[config.mk]
export PLATFORM = sky130hd
export DESIGN_NAME = lzpe_out_flat
export DESIGN_NICKNAME = d
export VERILOG_FILES = /design/src/rtl/core/lz78_phrase_encoder_defines.svh /design/src/rtl/core/lzpe_pkg.sv /design/src/rtl/core/lzpe_ifs.sv /design/src/rtl/core/lzpe_out.sv /design/src/flat_wrapper.sv
export SDC_FILE = /design/constraint.sdc
export NUM_CORES = 1
export LEC_CHECK = 0
export BUFFER_PORTS_ARGS = -buffer_cell sky130_fd_sc_hd__buf_2
export CORE_ASPECT_RATIO = 0.8
export CORE_MARGIN = 4
export CORE_UTILIZATION = 42
export CTS_CLUSTER_SIZE = 20
export DETAILED_ROUTE_END_ITERATION = 10
export HOLD_SLACK_MARGIN = 0.02
export PLACE_DENSITY = 0.8
export SLEW_MARGIN = 20
export SYNTH_ARGS = -nofsm -noshare
export SYNTH_HDL_FRONTEND = slang
export SYNTH_SLANG_ARGS = --single-unit
[constraint.sdc]
create_clock -name clk -period 1.7 [get_ports clk]
set_clock_uncertainty 0.05 [all_clocks]
set_input_delay 0.34 -clock clk [delete_from_list [all_inputs] [get_ports clk]]
set_output_delay 0.34 -clock clk [all_outputs]
set_load 0.05 [all_outputs]
[src/rtl/core/lz78_phrase_encoder_defines.svh]
// assertion macros for the lz78 phrase encoder
// expects clk and arst_n in scope at the point of use
`ifndef LZ78_PHRASE_ENCODER_DEFINES_SVH
`define LZ78_PHRASE_ENCODER_DEFINES_SVH

// condition holds at every edge out of reset
`define LZPE_ASSERT_ALWAYS(lbl, cond, msg) \
	lbl: assert property (@(posedge clk) disable iff (!arst_n) (cond)) else $error(msg);

// consequent holds in the cycle after the antecedent
`define LZPE_ASSERT_NEXT(lbl, ante, cons, msg) \
	lbl: assert property (@(posedge clk) disable iff (!arst_n) (ante) |=> (cons)) else $error(msg);

`endif

[src/rtl/core/lzpe_pkg.sv]
// shared types and constants of the lz78 phrase encoder
// no dependencies
`default_nettype none

package lzpe_pkg;

	// dictionary size used when the top level is not overridden
	localparam int DICT_SIZE_DEF = 4096;

	// result field widths
	localparam int CODE_FIELD_W  = 12;
	localparam int WIDTH_FIELD_W = 4;
	localparam int BYTE_W        = 8;

	// reserved codes and end marker
	localparam int FIRST_CODE = 3;
	localparam int END_MARK   = 2;
	localparam int END_WIDTH  = 8;

	// token kinds
	localparam logic TOKEN_PHRASE = 1'b0;
	localparam logic TOKEN_END    = 1'b1;

	// sequencer states
	typedef enum logic [2:0] {
		ST_IDLE,
		ST_SLOT,
		ST_ENTRY,
		ST_TOKEN,
		ST_MARK
	} lzpe_state_t;

	// memory controls from the sequencer to the dictionary
	typedef struct packed {
		logic slot_rd;
		logic ent_rd;
		logic wr;
	} dict_ctl_t;

	// one result item
	typedef struct packed {
		logic                     token_kind;
		logic [CODE_FIELD_W-1:0]  phrase_code;
		logic [WIDTH_FIELD_W-1:0] code_width;
		logic [BYTE_W-1:0]        literal_byte;
		logic                     block_end;
	} result_t;

endpackage

`default_nettype wire

[src/rtl/core/lzpe_ifs.sv]
// valid/ready channel interfaces for source bytes and tokens
// depends on lzpe_pkg
`default_nettype none


interface lzpe_token_if import lzpe_pkg::*; ();
	logic                     valid;
	logic                     ready;
	logic                     token_kind;
	logic [CODE_FIELD_W-1:0]  phrase_code;
	logic [WIDTH_FIELD_W-1:0] code_width;
	logic [BYTE_W-1:0]        literal_byte;
	logic                     block_end;

	modport source (output valid, output token_kind, output phrase_code, output code_width,
		output literal_byte, output block_end, input ready);
	modport sink   (input valid, input token_kind, input phrase_code, input code_width,
		input literal_byte, input block_end, output ready);
endinterface

`default_nettype wire

[src/rtl/core/lzpe_out.sv]
// output register stage for result items
// depends on lzpe_pkg and lzpe_token_if
`default_nettype none

module lzpe_out import lzpe_pkg::*; (
	input  wire logic     clk,
	input  wire logic     arst_n,
	input  wire logic     load,
	input  wire result_t  res,
	output logic          free,
	lzpe_token_if.source  tokens
);

	logic    valid_q;
	result_t res_q;

	// held result leaves on a transfer, a new one may load in the same cycle
	assign free = !valid_q || tokens.ready;

	always_ff @(posedge clk or negedge arst_n) begin
		if (!arst_n) begin
			valid_q <= 1'b0;
		end else if (load) begin
			valid_q <= 1'b1;
		end else if (tokens.ready) begin
			valid_q <= 1'b0;
		end
	end

	always_ff @(posedge clk) begin
		if (load) begin
			res_q <= res;
		end
	end

	assign tokens.valid        = valid_q;
	assign tokens.token_kind   = res_q.token_kind;
	assign tokens.phrase_code  = res_q.phrase_code;
	assign tokens.code_width   = res_q.code_width;
	assign tokens.literal_byte = res_q.literal_byte;
	assign tokens.block_end    = res_q.block_end;

endmodule

`default_nettype wire

[src/flat_wrapper.sv]
// flat-port wrapper written by rule: the top's interface ports become plain ports
module lzpe_out_flat import lzpe_pkg::*;
  (clk, arst_n, load, res, free, tokens_valid, tokens_token_kind, tokens_phrase_code, tokens_code_width, tokens_literal_byte, tokens_block_end, tokens_ready);
  lzpe_token_if tokens_i ();
  input  wire logic clk;
  input  wire logic arst_n;
  input  wire logic load;
  input  wire result_t res;
  output logic free;
  output wire logic [$bits(tokens_i.valid)-1:0] tokens_valid;
  output wire logic [$bits(tokens_i.token_kind)-1:0] tokens_token_kind;
  output wire logic [$bits(tokens_i.phrase_code)-1:0] tokens_phrase_code;
  output wire logic [$bits(tokens_i.code_width)-1:0] tokens_code_width;
  output wire logic [$bits(tokens_i.literal_byte)-1:0] tokens_literal_byte;
  output wire logic [$bits(tokens_i.block_end)-1:0] tokens_block_end;
  input wire logic [$bits(tokens_i.ready)-1:0] tokens_ready;
  assign tokens_valid = tokens_i.valid;
  assign tokens_token_kind = tokens_i.token_kind;
  assign tokens_phrase_code = tokens_i.phrase_code;
  assign tokens_code_width = tokens_i.code_width;
  assign tokens_literal_byte = tokens_i.literal_byte;
  assign tokens_block_end = tokens_i.block_end;
  assign tokens_i.ready = tokens_ready;
  lzpe_out u_core (.clk(clk), .arst_n(arst_n), .load(load), .res(res), .free(free), .tokens(tokens_i));
endmodule
==> flow_metrics.env <==
export IMPL_outcome="completed"
export IMPL_synth_async_reset_ratio_pct=3.704
export IMPL_grt_pass1_vias=439
export IMPL_synth_common_cells="edfxtp_1 (26), dfrtp_1 (1), nand2b_2 (1), nand2b_4 (1)"
export IMPL_path_clk_slew_ps=130
export IMPL_synth_area_um2=828.3
export IMPL_timing_final_ws_setup_ps=233.1
export IMPL_synth_edf_count=26
export IMPL_globalplace_congestion=0.6817
export IMPL_synth_ff_type="edfxtp_1"
export IMPL_chipHeight_um=47.72
export IMPL_rsz0062_at_grt="no"
export IMPL_grt_max_degree=28
export IMPL_ant_nets=0
export IMPL_power_switching_uw=402.8
export IMPL_rows=14
export IMPL_arrival_ps=1080
export IMPL_cts_htree_levels=1
export IMPL_numCtsBuffers=3
export IMPL_yosysWarnings=0
export IMPL_core_um2=1874
export IMPL_hp_start="res[15]"
export IMPL_clock_sinks=27
export IMPL_drc=0
export IMPL_critPathCaptureType="output pin"
export IMPL_startpoint_type="flop"
export IMPL_combPwrFrac_pct=21.5
export IMPL_dp_slack_ps=475.3
export IMPL_internal_power_uw=939.2
export IMPL_syn_num_nets=59
export IMPL_final_layout_size_suffix_gt1_share_pct=68.13
export IMPL_synth_top_area_share_pct=94.26
export IMPL_area_delta_synth_final_pct=42.45
export IMPL_powerDensity_nw_per_um2=1137
export IMPL_avgSynthCellArea_um2=28.56
export IMPL_hold_class="primary input to flop"
export IMPL_p_clk_share_pct=19.0
export IMPL_fin_nets=122
export IMPL_drt_iter0_drc=7
export IMPL_setup_violations=0
export IMPL_synth_area_leader_cell="edfxtp_1"
export IMPL_antenna_cells=0
export IMPL_cts_tree="built"
export IMPL_drv_cap=0
export IMPL_detailed_place_hpwl_um=1159
export IMPL_clockRootBuffer="clkbuf_4"
export IMPL_finalSetupTns_ps=0
export IMPL_report_power_total_mw=1.342
export IMPL_grt_pass1_wl_um=2035
export IMPL_totalWireLength_um=1494
export IMPL_via_per_inst=4.096
export IMPL_rrSetupSlack_ps=990
export IMPL_fin_crit_ps=1467
export IMPL_crit_path_max_fanout=2
export IMPL_dp_cells=110
export IMPL_io_buffers=57
export IMPL_relSlewSlack_pct=64.03
export IMPL_synthTopCellsByArea="edfxtp_1 (94%), dfrtp_1 (3.0%), nand2b_4 (1.7%)"
export IMPL_critPathLaunch="u_core.tokens.valid$_DFFE_PN0P_"
export IMPL_cts_max_path_buffers=2
export IMPL_antenna_found_initial=0
export IMPL_dpl_cell_area_um2=1144
export IMPL_yosysMostFrequentCell="edfxtp_1"
export IMPL_crit_type="flop to output pin"
export IMPL_num_vias=471
export IMPL_ys_seq_area_share_pct=97.28
export IMPL_start_util_pct=44.19
export IMPL_insertion_delay_ps=300
export IMPL_seqPwrFrac_pct=59.4
export IMPL_slew_violations=0
export IMPL_fin_area_um2=1180
export IMPL_tightestPinTransition_ps=539.6
export IMPL_grt_total_usage_pct=10.39
export IMPL_hold_viol_final=0
export IMPL_cp_data_required_time_ps=1310
export IMPL_min_period_over_period_pct=86.29
export IMPL_ys_ff_latch=27
export IMPL_firstDrtPassIters=3
export IMPL_dieWidth_um=57.65
export IMPL_ir_drop_mv=0.6293
export IMPL_rr_startpoint="u_core.tokens.valid$_DFFE_PN0P_"
export IMPL_instances_no_fill=115
export IMPL_num_io_pins=58
export IMPL_clock_fmax_ghz=0.6817
export IMPL_die_area_um2=2751
export IMPL_leakage_nw=0.5191
export IMPL_overflow=0
export IMPL_swShare_pct=30.01
export IMPL_synth_cell_types=4
export IMPL_syn_instance_count=29
export IMPL_wl_per_cell_um=12.99
==> worst max-delay path, stage by stage (launching register included) <==
cell      delay [ps]
dfrtp_1          430
nand2b_4          80
buf_2            260
==> cell families (layout without fill, tap and decap cells) <==
| family | after synthesis | in the layout | synth area share (%) |
|---|---|---|---|
| AND/OR/NAND/NOR | 2 | 2 | 2.719 |
| buffers and inverters | 0 | 62 | 0 |
| flip-flops | 27 | 27 | 97.28 |
==> cell type report <==
class                   count  area (µm²)
fillers                   150       694.4
flip-flops and latches     27       805.8
well taps                  24       30.03
clock buffers               4       26.28
repair buffers             58       295.3
multi-input cells           2       22.52
==> cells in the final DEF (no fill, tap or decap), drive strengths merged <==
master,count
clkbuf,4
dfrtp,1
nand2b,2
dlygate4sd3,1
edfxtp,26
buf,57
==> through the flow <==
step                      util (%)  hold WS [ps]
after floorplan                  -        -5.591
after global placement       61.01         64.16
after detailed placement     61.01         65.51
after CTS                    62.95         141.8
after global routing         62.95         126.2
final                        62.95         146.5
==> path summary, 6_finish.rpt <==
path,to,cells past startpoint
min,u_core.tokens.phrase_code[2]$_DFFE_PP_,1
min in group asynchronous,u_core.tokens.valid$_DFFE_PN0P_,2
max reg2reg,u_core.tokens.valid$_DFFE_PN0P_,2
min reg2reg,u_core.tokens.valid$_DFFE_PN0P_,2
max in group asynchronous,u_core.tokens.valid$_DFFE_PN0P_,2
max,free,2
==> what timing repair did <==
action,in CTS,in global routing
hold buffers,1,0
hold endpoints to repair,1,0
setup buffers,0,0
gates resized for setup,0,0
==> metal layers <==
layer / wire length (µm) / up-vias / GRT usage [%]
met3: 147 / 0 / 2.695
met5: 0 / - / 0
li1: - / 237 / -
met1: 459 / 212 / 10.90
met4: 0 / 0 / 2.778
met2: 886 / 22 / 21.17
==> power groups by stage <==
stage | sequential (mW) | clock (mW) | combinational (mW)
2_1_floorplan | 1.00 | 0 | 0.0106
6_report | 0.798 | 0.256 | 0.289
3_5_place_dp | 0.814 | 0 | 0.289
5_1_grt | 0.803 | 0.292 | 0.299
4_1_cts | 0.798 | 0.263 | 0.290
3_3_place_gp | 0.812 | 0 | 0.286
==> registers in the layout, summed over array words and instances, names as in the netlist <==
| name | cells |
|---|---|
| u_core.tokens.code_width | 4 |
| u_core.tokens.block_end | 1 |
| u_core.tokens.valid | 1 |
| u_core.tokens.token_kind | 1 |
| u_core.tokens.literal_byte | 8 |
| u_core.tokens.phrase_code | 12 |
No activity file was read; power rests on OpenSTA's default activity.
